==> config.mk <==
export PLATFORM = sky130hd
export DESIGN_NAME = iir_coef_store
export DESIGN_NICKNAME = d
export VERILOG_FILES = /design/src/rtl/iir_direct_form_filter_defines.svh /design/src/rtl/iir_pkg.sv /design/src/rtl/iir_coef_store.sv
export SDC_FILE = /design/constraint.sdc
export NUM_CORES = 2
export LEC_CHECK = 0
export BUFFER_PORTS_ARGS = -buffer_cell sky130_fd_sc_hd__buf_2
export CORE_ASPECT_RATIO = 0.8
export CORE_MARGIN = 2
export CORE_UTILIZATION = 45
export DETAILED_ROUTE_END_ITERATION = 10
export GPL_ROUTABILITY_DRIVEN = 1
export PLACE_DENSITY_LB_ADDON = 0.15
export SYNTH_ARGS = -nofsm -noshare
export SYNTH_HDL_FRONTEND = slang
export SYNTH_SLANG_ARGS = --single-unit
==> constraint.sdc <==
create_clock -name clk -period 5.55 [get_ports clk]
set_input_delay 1.11 -clock clk [delete_from_list [all_inputs] [get_ports clk]]
set_output_delay 1.11 -clock clk [all_outputs]
set_load 0.01 [all_outputs]
==> src/rtl/iir_direct_form_filter_defines.svh <==
// assertion macros for the iir direct form filter
// no dependencies; included by files that carry checks
`ifndef IIR_DIRECT_FORM_FILTER_DEFINES_SVH
`define IIR_DIRECT_FORM_FILTER_DEFINES_SVH

// same-cycle implication
`define IIR_ASSERT_IMP(label, clk, rst_n, ante, cons) \
  label: assert property (@(posedge clk) disable iff (!rst_n) (ante) |-> (cons)) \
    else $error("iir check failed");

// next-cycle implication
`define IIR_ASSERT_NXT(label, clk, rst_n, ante, cons) \
  label: assert property (@(posedge clk) disable iff (!rst_n) (ante) |=> (cons)) \
    else $error("iir check failed");

`endif

==> src/rtl/iir_pkg.sv <==
// shared types and constants for the iir direct form filter
// no dependencies
package iir_pkg;

  localparam int ACC_BITS      = 64;
  localparam int FRAC_BITS     = 5;
  localparam int ORDER_BITS    = 5;
  localparam int OP_BITS       = 2;
  localparam int COEF_IDX_BITS = 5;
  localparam int CFG_IDX_BITS  = 4;
  localparam int CFG_DATA_BITS = 32;

  localparam logic [ORDER_BITS-1:0] ORDER_RST = 5'd2;
  localparam logic [FRAC_BITS-1:0]  FRAC_RST  = 5'd24;

  typedef enum logic [OP_BITS-1:0] {
    OP_SAMPLE = 2'd0,
    OP_COEF   = 2'd1,
    OP_CLEAR  = 2'd2
  } op_t;

  typedef enum logic [CFG_IDX_BITS-1:0] {
    CFG_ORDER = 4'd0,
    CFG_FRAC  = 4'd1
  } cfg_idx_t;

  typedef enum logic [2:0] {
    S_IDLE,
    S_MAC,
    S_DRAIN,
    S_RND,
    S_SHR,
    S_SAT
  } state_t;

  typedef struct packed {
    logic clr;
    logic mul;
    logic sub;
    logic rnd;
    logic shr;
  } mac_ctrl_t;

endpackage

==> src/rtl/iir_coef_store.sv <==
// feed-forward and feedback coefficient tables
// depends on iir_pkg
module iir_coef_store #(
  parameter int MAX_ORDER  = 16,
  parameter int COEFF_BITS = 32,
  parameter int IW         = $clog2(MAX_ORDER + 1)
) (
  input  logic                                 clk,
  input  logic                                 rst_n,
  input  logic                                 wr_en,
  input  logic                                 wr_side,
  input  logic [iir_pkg::COEF_IDX_BITS-1:0]    wr_idx,
  input  logic signed [COEFF_BITS-1:0]         wr_data,
  input  logic                                 rd_side,
  input  logic [IW-1:0]                        rd_idx,
  output logic signed [COEFF_BITS-1:0]         rd_data
);

  logic signed [COEFF_BITS-1:0] b_r [0:MAX_ORDER];
  logic signed [COEFF_BITS-1:0] a_r [0:MAX_ORDER];
  logic                         idx_ok;

  assign idx_ok = (32'(wr_idx) <= MAX_ORDER);

  always_ff @(posedge clk) begin
    if (!rst_n) begin
      for (int i = 0; i <= MAX_ORDER; i++) begin
        b_r[i] <= '0;
        a_r[i] <= '0;
      end
    end else if (wr_en && idx_ok) begin
      if (!wr_side) begin
        b_r[IW'(wr_idx)] <= wr_data;
      end else if (wr_idx != '0) begin
        a_r[IW'(wr_idx)] <= wr_data;
      end
    end
  end

  assign rd_data = rd_side ? a_r[rd_idx] : b_r[rd_idx];

endmodule

# --- Word level (Yosys, flattened, before mapping) ---
# Memory sizes are Yosys's and may differ from the RTL's.
# Index checks and enable logic that the tools add are counted.
# Widths: inputs -> output; s select.
totals:
  ff_bits: 0
  ram_bits: 1088
  input_bits: 47
  output_inout_bits: 32
  elab_cells: 24
  mem_count: 2
mem_list:
  columns: ["memory", "depth", "width", "rd", "rd_ports_with_merged_regs", "write_ports", "line", "text"]
  rows:
  - ["a_r", 17, 32, 1, 0, 17, "iir_coef_store.sv:20", "logic signed [COEFF_BITS-1:0] a_r [0:MAX_ORDER];"]
  - ["b_r", 17, 32, 1, 0, 17, "iir_coef_store.sv:19", "logic signed [COEFF_BITS-1:0] b_r [0:MAX_ORDER];"]
classes:
  magnitude_cmp: 1
  mux: 17
  reduce_logical: 4
ops:
  columns: ["cell", "n"]
  rows:
  - ["$mux 32", 3]
  - ["$reduce_or 32->1", 2]
  - ["$mux 1", 12]
  - ["$mux 5", 2]
  - ["$le 5x5->1 const B", 1]
  - ["$reduce_bool 5->1", 1]
  - ["$logic_and 1x1->1", 1]

# --- Depth between registers and ports, before layout ---
logic_depth:
  depth_word: 8
  depth_mapped: 10
  mapped_depth_nobuf: 5

# --- Least setup slack after synthesis ---
# OpenSTA, ideal clock, no wires.
synth_path:
  path_type: "input-to-reg"
  startpoint: "input port rst_n"
  endpoint: "memory b_r[15][0] (enable)"
  setup_time_ns: 0.466
  arrival_ns: 4.232
  required_ns: 5.084
  path_slack_ns: 0.852
  cell_stages: 5
  path_buffers: 2
  cell_sequence: "buf_2 nand3b_1 or3_1 clkbuf_1 o21ai_0"
synth_rtl:
  columns: ["element", "line", "text"]
  rows:
  - ["start, declared", "iir_coef_store.sv:9", "input logic rst_n,"]
  - ["end, declared", "iir_coef_store.sv:19", null]

# --- Worst setup path after layout ---
layout_path:
  startpoint: "input port rd_idx[2]"
  endpoint: "output port rd_data[5]"
layout_via:
  elab_chain_len: 2
  elab_cells_between_ends: 3
  cone_classes: "1 x mux; 2 x memory"
layout_rtl:
  columns: ["element", "line", "text"]
  rows:
  - ["start, declared", "iir_coef_store.sv:15", "input logic [IW-1:0] rd_idx,"]
  - ["$mem_v2 17x32, on equally long branches", null, null]
  - ["$mux 32 (*)", "iir_coef_store.sv:40", "assign rd_data = rd_side ? a_r[rd_idx] : b_r[rd_idx];"]
  - ["end, declared", "iir_coef_store.sv:16", "output logic signed [COEFF_BITS-1:0] rd_data"]
# Every way passes the cells marked *; elsewhere a longest branch is shown, timed or not.

==> reports/metrics.yaml <==
critPathRequiredTime_ns: 4.44
drv_cap: 0
grt_pass1_wl_mm: 310.9
wire_per_inst_um: 25.58
seq_area_frac_synth_pct: 72.00
synth_cells: 4569
yosys.area.top_type: "edfxtp_1"
stdcell_count: 8345
critPathLaunchType: "primary input"
place.detailed.hpwl_mm: 125.2
synth-seq-cells: 2048
setup_tns_ns: 0
avgSynthCellArea_um2: 18.69
place_area_um2: 93490
tightest_slew_ns: 1.224
synthMuxAreaShare_pct: 15.40
synth_edf_count: 2048
post_cts_buffers: 0
fillers: 15387
synth_fa_ha_area_share_pct: 0
fp.dieW_um: 491.1
p_sw_mw: 7.607
met2_length_mm: 99.27
layout-drive-gt1-share_pct: 19.65
ys_top_cells_by_area: "edfxtp_1 (72%), mux4_2 (14%), and2_1 (7.7%), clkbuf_1 (1.3%), mux2i_1 (1.3%)"
cts_tree: "yes"
drtIter0Drc: 4748
cts_resized: 0
grt_usage_pct: 22.19
hold_ws_ns: 0.9343
ys.flop_type: "edfxtp_1"
slowest_delay_ns: 0.72
synthSimpleGateAreaFrac_pct: 8.814
comb_power_share_pct: 7.5
synthTopCellsByCount: "edfxtp_1 (2048), and2_1 (1058), mux4_2 (536), clkbuf_1 (289), mux2i_1 (108)"
synth_top_area_share_pct: 72.00
synth_xor_area_share_pct: 0
area_delta_synth_final_pct: 16.80
yosysMostFrequentCell: "edfxtp_1"
rsz0062_at_grt: "no"
clk_pin_slew_ns: 0.06
synth_area_um2: 85410
io_pins: 79
seq_area_um2: 61500
cts_made_buffers: 201
via_per_inst: 5.271
die_y_um: 393.7
netSwitchingFraction_pct: 22.31
met3_length_mm: 14.55
internal_power_mw: 26.49
synth_compound_area_share_pct: 1.751
post-place-cells: 7973
leakagePower_nw: 35.46
clockBufferDepth: 3
cts_hold_buf: 0
finalWeightedCongestion: 0.7890
worstPathMaxFanout: 66
antenna_left: 0
wl_mm: 213.5
pwr-share-seq_pct: 53.8
drc_errors: 0
timing.final.crit_share_pct: 91.05
status: "finished, final reports clean"
crit_type: "primary input to output pin"
start_util_pct: 45.44
drt_pass1_iterations: 5
yosys_warnings: 0
clkSinkCount: 2048
path_buf_inv: 3
fmax_ghz: 0.1979
synthArstFlopShare_pct: 0
rows: 142
wl_met1_mm: 94.61
finalPower_mw: 34.10
power_density_nw_per_um2: 341.8
die-area_um2: 193300
nNetsFinal: 5703
finalMaxSlewViolations: 0
grt_pass1_vias: 44448
path_delay_family: "simple AND/OR/NAND/NOR gates"
ctsHtreeMaxLevel: 4
max_slew_margin_pct: 18.37
multi_input_area_um2: 26360
portBuffers: 78
antenna_found_initial: 21
vdd_drop_max_mv: 0.2714
grt_max_degree: 67
stdcell_area_um2: 99760
synth.distinct_cells: 35
core_um2: 188000
top_layer: "met5"
hp-class: "primary input to flop"
ctsRootBufferMaster: "clkbuf_16"
crit_arrival_ns: 3.94
end_kind: "output pin"
cpMaxStageDelayCell: "nand2b_1"
overflow: 0
setup_violations: 0
cp_common_cell: "nor2_1"
synth_top_family_by_area: "multiplexers"
clockPowerShare_pct: 38.7
vias: 43987
fin_crit_ns: 5.053
path_cells: "buf_8, nand2b_1, buf_4, o22ai_1, nor2_1, a21oi_1, nor2_1, buf_2"
hold_viol: 0
-- layout by cell type (no fill, tap or decap), drive strengths merged, types with 6 or more instances in the layout --
cell    netlist  final
a21oi        62     62
a22oi        15     15
a311oi       10     10
and2       1058   1058
and3          6      6
buf          95    277
bufinv        0     13
clkbuf      289    263
clkinv        0     78
conb          1    992
diode         0      8
edfxtp     2048   2048
inv           1      6
mux2i       108    108
mux4        536    536
nand2        28     28
nand2b       12     12
nor2        106    106
nor2b        13     13
nor3          9      9
o21ai        30     30
o221ai       26     26
o22ai        81     81
or3           6      6
-- power groups by stage --
stage                     clock [mW]  sequential [mW]  combinational [mW]
after global routing            14.1             18.4                2.74
after floorplan                    0             18.6                1.56
after global placement             0             18.6                2.57
after CTS                       13.5             18.3                2.59
final                           13.2             18.3                2.57
after detailed placement           0             18.7                2.58
-- metal layers --
layer	GRT usage, %	vias to the layer above
met4	5.462	6
li1	-	19063
met2	34.62	1403
met3	3.740	308
met1	32.72	23207
met5	0	-
-- cells by family after synthesis --
family,count (synthesis)
AO/OA/AOI/OAI,235
multiplexers,644
flip-flops,2048
buffers and inverters,385
AND/OR/NAND/NOR,1256
other,1
-- per-stage QoR --
step	setup WS [ns]	utilization (%)
after floorplan	0.8524	-
after global placement	0.4840	49.73
after detailed placement	0.5649	49.73
after CTS	0.5662	53.06
after global routing	0.4717	53.07
final	0.4968	53.07
-- area by class of cell --
cell class              instances  share of cell area (%)
clock inverters               101                  0.9130
inverters                       1                0.003762
flip-flops and latches       2048                   61.64
diodes                          8                 0.02007
well taps                    2520                   3.160
multi-input cells            3127                   26.42
clock buffers                 263                   5.360
repair buffers                277                   2.479
-- state kept, by name, summed over array words and instances (netlist names) --
signal  flops
a_r      1024
b_r      1024
-- path summary, 6_finish.rpt --
check / startpoint / end / slack [ns] / cells after the start
worst max-delay path: rd_idx[2] / rd_data[5] / 0.50 / 8
worst min-delay path: wr_data[13] / a_r[24][13] / 0.93 / 2
Power figures use the tool's default switching activity.
