===== src/rtl/iir_direct_form_filter_defines.svh =====
// assertion macros for the iir direct form filter
// no dependencies; included by files that carry checks
`ifndef IIR_DIRECT_FORM_FILTER_DEFINES_SVH
`define IIR_DIRECT_FORM_FILTER_DEFINES_SVH

// same-cycle implication
`define IIR_ASSERT_IMP(label, clk, rst_n, ante, cons) \
  label: assert property (@(posedge clk) disable iff (!rst_n) (ante) |-> (cons)) \
    else $error("iir check failed");

// next-cycle implication
`define IIR_ASSERT_NXT(label, clk, rst_n, ante, cons) \
  label: assert property (@(posedge clk) disable iff (!rst_n) (ante) |=> (cons)) \
    else $error("iir check failed");

`endif


===== src/rtl/iir_hist.sv =====
// input and output sample history shift lines
// no dependencies; parameters are set by the top level
module iir_hist #(
  parameter int MAX_ORDER   = 16,
  parameter int SAMPLE_BITS = 16,
  parameter int IW          = $clog2(MAX_ORDER + 1)
) (
  input  logic                          clk,
  input  logic                          rst_n,
  input  logic                          clr,
  input  logic                          push_x,
  input  logic signed [SAMPLE_BITS-1:0] x_in,
  input  logic                          push_y,
  input  logic signed [SAMPLE_BITS-1:0] y_in,
  input  logic                          rd_side,
  input  logic [IW-1:0]                 rd_idx,
  output logic signed [SAMPLE_BITS-1:0] rd_data
);

  localparam int YW = (MAX_ORDER > 1) ? $clog2(MAX_ORDER) : 1;

  logic signed [SAMPLE_BITS-1:0] x_r [0:MAX_ORDER];
  logic signed [SAMPLE_BITS-1:0] y_r [0:MAX_ORDER-1];
  logic [IW-1:0]                 y_idx;

  always_ff @(posedge clk) begin
    if (!rst_n || clr) begin
      for (int i = 0; i <= MAX_ORDER; i++) begin
        x_r[i] <= '0;
      end
      for (int i = 0; i < MAX_ORDER; i++) begin
        y_r[i] <= '0;
      end
    end else begin
      if (push_x) begin
        for (int i = MAX_ORDER; i > 0; i--) begin
          x_r[i] <= x_r[i-1];
        end
        x_r[0] <= x_in;
      end
      if (push_y) begin
        for (int i = MAX_ORDER - 1; i > 0; i--) begin
          y_r[i] <= y_r[i-1];
        end
        y_r[0] <= y_in;
      end
    end
  end

  // feedback tap i reads output i-1
  assign y_idx   = rd_idx - IW'(1);
  assign rd_data = rd_side ? y_r[YW'(y_idx)] : x_r[rd_idx];

endmodule


===== config.mk =====
export PLATFORM = sky130hd
export DESIGN_NAME = iir_hist
export DESIGN_NICKNAME = d
export VERILOG_FILES = /design/src/rtl/iir_direct_form_filter_defines.svh /design/src/rtl/iir_hist.sv
export SDC_FILE = /design/constraint.sdc
export NUM_CORES = 1
export LEC_CHECK = 0
export ABC_CLOCK_PERIOD_IN_PS = 8100
export BUFFER_PORTS_ARGS = -buffer_cell sky130_fd_sc_hd__buf_2
export CORE_MARGIN = 8
export CORE_UTILIZATION = 50
export DETAILED_ROUTE_END_ITERATION = 12
export PLACE_DENSITY = 0.72
export SETUP_SLACK_MARGIN = 0.02
export SYNTH_ARGS = -nofsm -noshare
export SYNTH_HDL_FRONTEND = slang
export SYNTH_SLANG_ARGS = --single-unit

===== constraint.sdc =====
create_clock -name clk -period 8.1 [get_ports clk]
set_clock_uncertainty 0.2 [all_clocks]
set_input_delay 0.81 -clock clk [delete_from_list [all_inputs] [get_ports clk]]
set_output_delay 0.81 -clock clk [all_outputs]
set_load 0.05 [all_outputs]

### After elaboration in Yosys (flattened, before gate mapping)

Memory sizes are Yosys's and may differ from the RTL's.
Cells that the tools add are included.

* add/subtract/negate cells: 1
* muxes and demuxes: 42
* bitwise operators: 33
* reduce and logical (&&, ||, !) cells: 2

Operators with widths (number)
* 16-bit two-way mux: 34
* 1-bit OR: 33
* 1-bit two-way mux: 8
* 4-bit by 1-bit subtractor with 4-bit output, second input constant: 1
* 1-bit zero test: 1
* 1-bit logical OR: 1

* bits in registers: 0
* memory bits (writable): 528
* input port bits: 43
* memories kept: 2

Memories
* x_r: depth 17, width 16, rd ports 17, clocked after Yosys merged registers in 0, write ports 17, line iir_hist.sv:22 `logic signed [SAMPLE_BITS-1:0] x_r [0:MAX_ORDER];`
* y_r: depth 16, width 16, rd ports 16, clocked after Yosys merged registers in 0, write ports 16, line iir_hist.sv:23 `logic signed [SAMPLE_BITS-1:0] y_r [0:MAX_ORDER-1];`

### Longest topological paths before layout

* depth after elaboration: 5
* gate-level depth with buffers: 11
* gate-level depth less buffers: 6

### Worst setup path before layout

OpenSTA, ideal clock, no wires.

* kind: input -> register
* start: input port push_x
* end: memory x_r[0][0] (enable)
* setup time: 683 ps
* arrival: 7586 ps
* slack: -369 ps
* stages on the path: 2
* cells stage by stage: clkbuf_1 nand2b_1

RTL lines
* start, declared: line iir_hist.sv:11 `input logic push_x,`
* end, declared: line iir_hist.sv:22

### Worst setup path in the final report

* start: input port rd_idx[1]
* end: output port rd_data[9]

* longest elaborated chain between the ends: 3
* elaborated cells between the ends (all ways): 4
* classes of those cells: 1 x add/sub; 1 x mux; 2 x memory

Ends and longest elaborated chain
* start, declared: line iir_hist.sv:16 `input logic [IW-1:0] rd_idx,`
* 4-bit by 1-bit subtractor with 4-bit output: line iir_hist.sv:51 `assign y_idx = rd_idx - IW'(1);`
* memory 16 x 16 bit
* 16-bit two-way mux (*): line iir_hist.sv:52 `assign rd_data = rd_side ? y_r[YW'(y_idx)] : x_r[rd_idx];`
* end, declared: line iir_hist.sv:17 `output logic signed [SAMPLE_BITS-1:0] rd_data`

Every way passes the cells marked *; elsewhere a longest branch is shown, timed or not.

==> Implementation_results.wiki <==
{| class="wikitable"
! Metric !! Value
|-
| Remaining max-slew budget at the tightest pin || 0.196
|-
| Lkg Pwr || 11.9 nW
|-
| Clock latency of the later-clocked register in the worst-skew pair || 590 ps
|-
| Vert. Die Dim || 235 um
|-
| Final routed wire length divided by cell count || 22.7 um
|-
| Critical Path Start || rd_idx[1]
|-
| Result of the run || complete, no violations
|-
| Buffers inserted by post-CTS timing repair || 0
|-
| Clock Path Buffers || 3
|-
| Fin area || 26300 um2
|-
| Met2 Track Usage GR || 0.259
|-
| Global route overflow || 0
|-
| Worst R2R Path Depth || 1
|-
| Overall routing resource usage || 0.173
|-
| Area delta synth->final || 9.60%
|-
| Hold Vio Cnt, Final || 0
|-
| Final-stage net count || 1550
|-
| Number of placed I/O pins || 59
|-
| Area enclosed by the die boundary || 55200 um2
|-
| Per-instance average area after synthesis || 15.6 um2
|-
| Placement-stage cell area || 24500 um2
|-
| R2r startpoint || y_r[0][7]
|-
| # H-tree levels || 2
|-
| Final Max Slew Viols || 0
|-
| Crit. End Element || output pin
|-
| Post-synth cell types || 25
|-
| Setup slack of the most critical reg-to-reg path || 7000 ps
|-
| Worst endpoint required time || 7090 ps
|-
| # hold bufs at CTS || 0
|-
| Maximum number of pins on one net before global-route repair || 260
|-
| Gr busiest metal || met2
|-
| Global routing usage on met3 || 0.0338
|-
| Number of buffers inserted during clock tree synthesis || 52
|-
| Time the worst path needs with I/O delays and setup || 5010 ps
|-
| Final core area utilization || 0.553
|-
| Maximum vdd ir drop || 236 uV
|-
| Slew at the pin closest to its max-slew limit || 1210 ps
|-
| Clock transition at the register clock pins on the worst setup and hold paths after CTS || 60 ps
|-
| Max-capacitance violation count || 0
|-
| Reg2Reg Capture Point || y_r[1][7]
|-
| Synthesized instance count || 1541
|-
| Initial antenna violation count || 3
|-
| Count of clock tree sinks || 528
|-
| Global-route wire length before repair || 78100 um
|-
| RePlAce Congestion || 0.759
|-
| HPWL reported at the end of detailed placement || 26300 um
|-
| Final worst path period share || 0.619
|-
| Setup crit end || rd_data[9]
|-
| Number of vias after detailed routing || 13500
|-
| Fraction of layout instances using a drive strength above 1 || 0.174
|-
| Site row count || 80
|-
| Final number of setup-violating endpoints || 0
|-
| Commonest cells after routing, fill and taps aside || sky130_fd_sc_hd__and3_1, sky130_fd_sc_hd__edfxtp_1, sky130_fd_sc_hd__mux4_2, sky130_fd_sc_hd__mux2i_1
|-
| Yosys top cell area share || 0.661
|-
| CTS tree || built
|-
| RSZ-0062 raised after global routing || false
|-
| Worst hold path class || in -> reg
|-
| DRT antenna net count || 0
|-
| Number of gates resized after CTS || 0
|-
| Die W || 235 um
|-
| Sum of routed wire length over all layers || 49200 um
|-
| Count of input and output buffers || 58
|-
| Root buffer selected by CTS || sky130_fd_sc_hd__clkbuf_16
|-
| Most area-hungry cell type in the Yosys netlist || sky130_fd_sc_hd__edfxtp_1
|-
| Number of register bits inferred by synthesis || 528
|-
| Largest cells by area after synthesis || sky130_fd_sc_hd__edfxtp_1, sky130_fd_sc_hd__and3_1, sky130_fd_sc_hd__mux4_2, sky130_fd_sc_hd__mux2i_1, sky130_fd_sc_hd__clkbuf_1
|-
| Cell area after synthesis || 24000 um2
|-
| Total Neg Setup Slack || 0 ps
|-
| Post-route DRC || 0
|-
| Fin cells || 2165
|-
| CP Launch Type || input pin
|-
| Part of the Yosys area used for sequential elements || 0.661
|-
| Vias in the first global route || 13400
|-
| Data arrival, critical path || 4000 ps
|-
| Number of detailed-route iterations in the first pass || 5
|-
| Power density relative to cell area || 231 nW/um2
|-
| Peak clock frequency supported by timing || 199 MHz
|-
| Placed cell count || 2067
|-
| Ratio of routed vias to standard cells || 6.24
|-
| Max FO, Critical Path || 36
|-
| Count of synthesis-stage warnings from yosys || 0
|-
| Iter 0 DRT Violations || 1741
|-
| Critical path class || in -> out
|-
| Met1 track utilization from global routing || 0.256
|-
| Syn_nets || 1585
|-
| Initial Utilization || 0.504
|-
| Core region area || 47500 um2
|}
[critical path, cell delays in order]
cell,delay [ps]
sky130_fd_sc_hd__buf_4,450
sky130_fd_sc_hd__inv_1,170
sky130_fd_sc_hd__ha_4,210
sky130_fd_sc_hd__xor2_4,880
sky130_fd_sc_hd__buf_4,420
sky130_fd_sc_hd__mux2i_1,150
sky130_fd_sc_hd__o22ai_1,340
sky130_fd_sc_hd__a31o_1,220
sky130_fd_sc_hd__buf_2,290
[worst min path at each step]
stage	start	endpoint	slack, ps	depth (start not counted)
2_1_floorplan	x_r[10][0]	x_r[11][0]	340	1
3_3_place_gp	y_r[3][14]	y_r[4][14]	350	1
3_5_place_dp	x_r[8][0]	x_r[9][0]	360	1
4_1_cts	y_in[0]	y_r[0][0]	300	2
5_1_grt	y_in[0]	y_r[0][0]	300	2
6_report	y_in[2]	y_r[0][2]	330	2
[per-layer routing]
metal  up-vias  share of wire
met4         2          0.021
met1      6921           0.45
met2       444           0.46
met3        65          0.066
li1       6079              -
met5         -        0.00020
[Yosys cell counts (all sizes together)]
library cell / count
nor2: 16
a21bo: 1
o31ai: 1
inv: 18
clkbuf: 131
and3: 528
nor2b: 1
a221oi: 16
nand2: 17
mux2i: 64
nand2b: 4
ha: 1
mux4: 112
o21bai: 16
a31o: 16
edfxtp: 528
nor4: 2
buf: 34
nand3: 1
or4: 1
o22ai: 32
xor2: 1
[flip-flops by register name, indices dropped and copies added, names as in the netlist]
signal	cells
x_r	272
y_r	256
[per-stage QoR]
| stage | total power (W) | setup slack [ps] | hold WS (ps) |
|---|---|---|---|
| 5_1_grt | 0.00624 | 2970 | 303 |
| 2_1_floorplan | 0.00355 | 31.9 | 342 |
| 4_1_cts | 0.00611 | 3030 | 297 |
| 3_3_place_gp | 0.00365 | 3090 | 347 |
| 6_report | 0.00606 | 3090 | 329 |
| 3_5_place_dp | 0.00366 | 3050 | 355 |
[kinds of logic after synthesis]
kind of cell / share of synthesized area
xor gates and xnor gates: 0.000679
and+or+nand+nor: 0.147
muxes: 0.132
buffers and inverters: 0.0327
AOI/OAI and AO/OA: 0.0260
DFF: 0.661
adders and majority gates: 0.000522
[report_power, final]
group | internal [W] | total (W) | switching [W]
registers | 0.00312 | 0.00318 | 0.0000595
clock network | 0.00144 | 0.00246 | 0.00102
logic | 0.000154 | 0.000428 | 0.000274
total | 0.00471 | 0.00606 | 0.00135
[layout make-up]
type / count / area (um2)
well taps: 615 / 769
repair buffers: 76 / 470
clock buffers: 62 / 1380
diodes: 2 / 5.00
flip-flops and latches: 528 / 15900
fillers: 3639 / 21300
multi-input cells: 830 / 7380
clock inverters: 34 / 345
inverters: 18 / 67.6
No activity file was read; power rests on OpenSTA's default activity.
