<file path="config.mk">
export PLATFORM = sky130hd
export DESIGN_NAME = iir_mac
export DESIGN_NICKNAME = d
export VERILOG_FILES = /design/src/rtl/iir_direct_form_filter_defines.svh /design/src/rtl/iir_pkg.sv /design/src/rtl/iir_mac.sv
export SDC_FILE = /design/constraint.sdc
export NUM_CORES = 2
export LEC_CHECK = 0
export BUFFER_PORTS_ARGS = -buffer_cell sky130_fd_sc_hd__buf_4
export CORE_AREA = 2 2 293 295
export CTS_BUF_LIST = sky130_fd_sc_hd__clkbuf_16
export DETAILED_ROUTE_END_ITERATION = 12
export DIE_AREA = 0 0 295 297
export GPL_TIMING_DRIVEN = 0
export SLEW_MARGIN = 20
export SYNTH_ARGS = -nofsm -noshare
export SYNTH_HDL_FRONTEND = slang
export SYNTH_SLANG_ARGS = --single-unit
</file>
<file path="constraint.sdc">
create_clock -name clk -period 13.9 [get_ports clk]
set_input_delay 0.695 -clock clk [delete_from_list [all_inputs] [get_ports clk]]
set_output_delay 0.695 -clock clk [all_outputs]
set_load 0.03 [all_outputs]
</file>
<file path="src/rtl/iir_direct_form_filter_defines.svh">
// assertion macros for the iir direct form filter
// no dependencies; included by files that carry checks
`ifndef IIR_DIRECT_FORM_FILTER_DEFINES_SVH
`define IIR_DIRECT_FORM_FILTER_DEFINES_SVH

// same-cycle implication
`define IIR_ASSERT_IMP(label, clk, rst_n, ante, cons) \
  label: assert property (@(posedge clk) disable iff (!rst_n) (ante) |-> (cons)) \
    else $error("iir check failed");

// next-cycle implication
`define IIR_ASSERT_NXT(label, clk, rst_n, ante, cons) \
  label: assert property (@(posedge clk) disable iff (!rst_n) (ante) |=> (cons)) \
    else $error("iir check failed");

`endif

</file>
<file path="src/rtl/iir_pkg.sv">
// shared types and constants for the iir direct form filter
// no dependencies
package iir_pkg;

  localparam int ACC_BITS      = 64;
  localparam int FRAC_BITS     = 5;
  localparam int ORDER_BITS    = 5;
  localparam int OP_BITS       = 2;
  localparam int COEF_IDX_BITS = 5;
  localparam int CFG_IDX_BITS  = 4;
  localparam int CFG_DATA_BITS = 32;

  localparam logic [ORDER_BITS-1:0] ORDER_RST = 5'd2;
  localparam logic [FRAC_BITS-1:0]  FRAC_RST  = 5'd24;

  typedef enum logic [OP_BITS-1:0] {
    OP_SAMPLE = 2'd0,
    OP_COEF   = 2'd1,
    OP_CLEAR  = 2'd2
  } op_t;

  typedef enum logic [CFG_IDX_BITS-1:0] {
    CFG_ORDER = 4'd0,
    CFG_FRAC  = 4'd1
  } cfg_idx_t;

  typedef enum logic [2:0] {
    S_IDLE,
    S_MAC,
    S_DRAIN,
    S_RND,
    S_SHR,
    S_SAT
  } state_t;

  typedef struct packed {
    logic clr;
    logic mul;
    logic sub;
    logic rnd;
    logic shr;
  } mac_ctrl_t;

endpackage

</file>
<file path="src/rtl/iir_mac.sv">
// shared multiply-accumulate with rounding shift and saturation
// depends on iir_pkg
module iir_mac #(
  parameter int SAMPLE_BITS = 16,
  parameter int COEFF_BITS  = 32
) (
  input  logic                               clk,
  input  logic                               rst_n,
  input  iir_pkg::mac_ctrl_t                 ctrl,
  input  logic signed [COEFF_BITS-1:0]       coef,
  input  logic signed [SAMPLE_BITS-1:0]      samp,
  input  logic [iir_pkg::FRAC_BITS-1:0]      frac,
  output logic signed [SAMPLE_BITS-1:0]      result,
  output logic                               sat
);

  localparam int PW = COEFF_BITS + SAMPLE_BITS;
  localparam int AW = iir_pkg::ACC_BITS;
  localparam logic signed [AW-1:0] MAXV = (AW'(1) <<< (SAMPLE_BITS - 1)) - AW'(1);
  localparam logic signed [AW-1:0] MINV = -MAXV - AW'(1);

  logic signed [PW-1:0] prod_r;
  logic                 prod_v_r;
  logic                 prod_sub_r;
  logic signed [AW-1:0] acc_r;
  logic signed [AW-1:0] prod_ext;
  logic                 over;
  logic                 under;

  assign prod_ext = AW'(prod_r);

  always_ff @(posedge clk) begin
    if (ctrl.mul) begin
      prod_r <= coef * samp;
    end
  end

  always_ff @(posedge clk) begin
    if (!rst_n) begin
      prod_v_r   <= 1'b0;
      prod_sub_r <= 1'b0;
    end else begin
      prod_v_r   <= ctrl.mul;
      prod_sub_r <= ctrl.sub;
    end
  end

  always_ff @(posedge clk) begin
    if (ctrl.clr) begin
      acc_r <= '0;
    end else if (prod_v_r) begin
      acc_r <= prod_sub_r ? (acc_r - prod_ext) : (acc_r + prod_ext);
    end else if (ctrl.rnd && (frac != '0)) begin
      acc_r <= acc_r + (AW'(1) << (frac - iir_pkg::FRAC_BITS'(1)));
    end else if (ctrl.shr) begin
      acc_r <= acc_r >>> frac;
    end
  end

  assign over  = (acc_r > MAXV);
  assign under = (acc_r < MINV);
  assign sat   = over || under;

  always_comb begin
    priority if (over) begin
      result = MAXV[SAMPLE_BITS-1:0];
    end else if (under) begin
      result = MINV[SAMPLE_BITS-1:0];
    end else begin
      result = acc_r[SAMPLE_BITS-1:0];
    end
  end

endmodule

</file>
Yosys cells after proc, flatten, opt, wreduce, memory -nomap -nowiden
Index checks and enable logic that the tools add are counted.

Output and inout bits: 17. Bits in registers: 114.

$lt $le $gt $ge: 2. Reduce and logical (&&, ||, !) cells: 4. $mul: 1. Shift operators: 2. $add $sub $neg: 4. Mux-type cells: 6.

Operators by type and width (count): 64-bit two-way mux (4); 64-bit by 48-bit adder with 64-bit output (1); 64-bit adder (1); 64-bit by 16-bit > comparator with 1-bit output (second input constant) (1); 64-bit by 16-bit less-than comparator with 1-bit output (second input constant) (1); 1-bit by 5-bit << shifter with 64-bit output (first input constant) (1); 64-bit by 5-bit >>> shifter with 64-bit output (1); 64-bit by 48-bit subtractor with 64-bit output (1); 32-bit by 16-bit multiplier with 48-bit output (1); 16-bit two-way mux (2); 5-bit nonzero test (1); 5-bit by 1-bit subtractor with 5-bit output (second input constant) (1); 3-bit nonzero test (1); 1-bit logical AND (1); 1-bit logical OR (1).

Logic depth before layout (Yosys ltp)
Depth in word-level cells: 5. Mapped depth: 26.

Worst setup path before layout
Ideal clock, no wire load.

Path type: input to register. Start: input samp[15]. End: register prod_r[47], data pin. Arrival time: 6.799 ns. Path buffers: 1. Slack: 6.841 ns. Cell stages on the path: 23. Required time: 13.640 ns. Setup time: 0.260 ns. Cells stage by stage: clkinv_1 -> buf_1 -> nor2_1 -> fa_1 -> fa_1 -> fa_1 -> fa_1 -> fa_1 -> inv_1 -> fa_1 -> inv_1 -> ha_1 -> a21o_1 -> a21o_1 -> a221o_1 -> a31oi_2 -> o31a_2 -> a21oi_1 -> nor4b_2 -> nor2_1 -> a211o_1 -> a21oi_1 -> xnor2_1.

Longest elaborated chain between the ends: 1.

Ends and longest elaborated chain: from (decl) (line iir_mac.sv:11) `input logic signed [SAMPLE_BITS-1:0] samp,`; 32-bit by 16-bit multiplier with 48-bit output (line iir_mac.sv:34) `prod_r <= coef * samp;`; to (signal assigned) (line iir_mac.sv:34); to (decl) (line iir_mac.sv:22) `logic signed [PW-1:0] prod_r;`.

Every way passes these cells. A chain may end at the register's enable or synchronous reset.

Worst setup path after layout
Ends and elaborated chain as after synthesis.

==> results by group <==
Timing
  • Final total negative setup slack: 0 ps
  • Max-slew violations: 0
  • Tcrit/Tclk final: 0.614
  • Slew HR: 0.253
  • WHS: 466 ps
  • Final Hold Viols: 0
  • Final min period: 8540 ps
  • Worst setup margin: 5360 ps
  • Measured slew at the worst slew-check pin: 1110 ps
  • Final setup viols: 0
  • Worst Skew: 17.9 ps
  • RSZ-0062 raised after global routing: no
  • Fmax: between 100 and 150 MHz

Clocking
  • Worst-skew pair later-pin latency: ~450 ps
  • H-tree levels: 4
  • Hold Buf Count CTS: 0
  • Post-CTS setup buffers: 0
  • TritonCTS buffer count: 17
  • Clock root buffer: clkbuf_16
  • Post-cts resize count: 0
  • Clock Path Buffers: 2
  • Clock Sinks: 114
  • TritonCTS clock tree: yes
  • Worst-path clk slew: 60 ps

Layout
  • Syn-to-layout area delta: 7.58%
  • Final Util: 0.426
  • Nets: 5,021
  • Antenna Cells: 0
  • Ratio of cells with drive above 1 in the final layout: 0.0524
  • # fillers: 8,730
  • Post-route cell area: 0.0360 mm^2
  • Register area: 0.00276 mm^2
  • Multi-input gate area: 0.0274 mm^2

Worst setup path
  • Critical path's most frequent cell: fa_1
  • CP arrival: 8700 ps
  • Startpoint types: input port
  • Critical-path top delay cell: buf_1
  • Critical path class: input port to flip-flop
  • Slowest Stage Delay on Critical Path: 790 ps
  • CP required: 14,060 ps
  • Family with the most delay on the worst path: adder cells
  • CP cell instances: buf_4, clkinv_1, buf_1, nor2_1, fa_1, fa_1, fa_1, fa_1, fa_1, inv_1, fa_1, inv_1, ha_1, a21o_1, a21o_1, a221o_1, a31oi_2, o31a_2, a21oi_1, nor4b_2, nor2_1, a211o_1, a21oi_1, xnor2_1
  • Buffers plus inverters on the worst setup path: 5
  • Crit. End Element: flip-flop
  • CP max FO: 10

Drt
  • # DRC: 0
  • Total number of vias: 30,446
  • DR pass1 iterations: 6
  • Routed WL per cell: 23.2 um
  • Antenna-violating nets left: 0
  • Final wirelength: 126 mm
  • Number of DRC markers in iteration 0: 2,770
  • Via density per instance: 5.62

Die
  • Die X: 295 um
  • Core Area: 0.0845 mm^2
  • Die Area: 0.0876 mm^2
  • IO Count: 77
  • Die Y: 297 um
  • Starting Density: 0.396
  • Std-Cell Rows: 107

Synth
  • Largest area contributor in the netlist: fa_1
  • Netlist cell types: 92
  • Count of warnings emitted by yosys: 0
  • Syn avg cell area: 8.02 um^2
  • Syn Inst Count: 4,169
  • Post-synthesis sequential area ratio: 0.0826
  • Synth Flop Type: dfxtp_1
  • Async S/R FF share, synth: 0
  • Number of enable flip-flop cells after synthesis: 48
  • Cell area after synthesis: 0.0334 mm^2
  • Net Count, Synth: 4,929
  • Synth top area cells: fa_1 29%, ha_1 7.9%, inv_1 7.0%, nand2_1 6.5%, edfxtp_1 4.3%
  • Seq cells post-synth: 114
  • Top cell type's share of synthesized area: 0.292

Placed design
  • Hpwl dp: ~110 mm
  • GPL Wtd Cong: about 1
  • I/O Buffers: 73
  • Cell Area, Placed: approximately 0.035 mm^2
  • Setup WS pre-CTS: 5100 ps

Global route
  • Vias in the first global route: 31,179
  • Largest net degree at the start of global routing: 50
  • Overflow after GRT: 0
  • Initial antenna violation count: 1
  • First-pass GRT wire length: 191 mm
  • Total GRT Usage: 0.289

Power and ir drop
  • VDD IR max: ~0.34 mV
  • Pleak: 16.5 nW
  • Power per cell area: 312 mW/mm^2

Outcome
  • Status: complete, no violations

Job
  • # Max-Cap Violations: 0

Hold path
  • HP Class: input port to flip-flop
cells in the final DEF (no fill, tap or decap), drive strengths merged, types with 7 or more instances in the layout:
cell,count
a211o,9
a211oi,71
a21o,74
a21oi,236
a221oi,14
a311oi,8
a31oi,31
and2,219
and3,22
buf,122
clkbuf,208
clkinv,7
dfxtp,66
edfxtp,48
fa,488
ha,212
inv,630
mux2,15
mux2i,58
mux4,45
nand2,583
nand2b,34
nand3,53
nand4,42
nor2,300
nor2b,18
nor3,80
nor4,28
o211ai,17
o21a,13
o21ai,157
o21bai,30
o22ai,10
o31ai,20
or2,8
or3,9
xnor2,141
xor2,48
cell type report:
class | count | area share
flip-flops and latches | 114 | 0.0768
well taps | 1144 | 0.0398
repair buffers | 73 | 0.0152
clock buffers | 17 | 0.0118
plain buffers | 240 | 0.0261
clock inverters | 15 | 0.00351
multi-input cells | 3188 | 0.761
inverters | 627 | 0.0654
kinds of logic (layout without fill, tap and decap cells):
kind of cell | count (synthesis) | count (layout) | synth area share
buf+inv | 867 | 972 | 0.0984
flops | 114 | 114 | 0.0826
mux | 118 | 118 | 0.0527
compound gates | 754 | 754 | 0.146
fa+ha+maj | 700 | 700 | 0.371
simple gates | 1427 | 1427 | 0.199
xor+xnor | 189 | 189 | 0.0495
worst reg2reg max path, stage by stage (launching register included):
cell	delay, ps
edfxtp_1	440
nor3_1	440
nand3_1	240
nor3_2	290
nor3b_2	370
nand2_1	310
clkbuf_1	380
nor4_1	260
nor2_1	80
xnor2_1	150
ha_1	270
clkbuf_1	310
nand2_1	130
nor4_1	240
nand3_1	150
a2111oi_1	660
o31ai_1	280
o31ai_1	400
nand3_1	180
a31oi_1	210
nor2_1	70
xor2_1	180
o21ai_0	90
cells in the mapped netlist (all sizes together), types with 8 or more instances:
master	number
a221oi	14
nor2	300
a21o	74
or2	8
a31oi	31
clkbuf	191
inv	625
o21ai	157
o21a	13
nor2b	18
o22ai	10
a211o	9
and3	22
fa	488
edfxtp	48
mux2i	58
a21oi	236
ha	212
nand3	53
a311oi	8
a211oi	71
mux4	45
mux2	15
buf	49
nand2	583
dfxtp	66
o21bai	30
or3	9
nor4	28
o211ai	17
xor2	48
nor3	80
nand2b	34
nand4	42
xnor2	141
o31ai	20
and2	219
metal layers:
metal | track usage | vias to the layer above | part of all wire
li1 | - | 13835 | -
met2 | 0.485 | 1355 | 0.47
met3 | 0.0362 | 329 | 0.066
met5 | 0 | - | 0.00010
met1 | 0.363 | 14925 | 0.41
met4 | 0.146 | 2 | 0.059
state kept, by name, indices dropped and copies added (netlist names):
name,count
prod_r,48
prod_sub_r,1
prod_v_r,1
acc_r,64
per-stage QoR:
step	total power, mW	std cells
after floorplan	8.50	4169
after global placement	10.7	5386
after detailed placement	10.7	5386
after CTS	11.2	5418
after global routing	12.6	5418
final	11.2	5418
final timing paths:
| kind | startpoint | endpoint | slack [ps] | cells past startpoint |
|---|---|---|---|---|
| hold / removal | rst_n | prod_v_r | 470 | 2 |
| setup / recovery | samp[15] | prod_r[47] | 5360 | 24 |
| setup reg to reg | prod_r[2] | acc_r[42] | 7650 | 22 |
| hold reg to reg | acc_r[0] | acc_r[0] | 550 | 2 |
report_power, final:
part	internal (mW)	total [mW]	switching, mW
registers	0.898	1.10	0.201
clock network	0.258	0.427	0.169
logic	4.09	9.71	5.62
(Power assumes the default switching activity.)
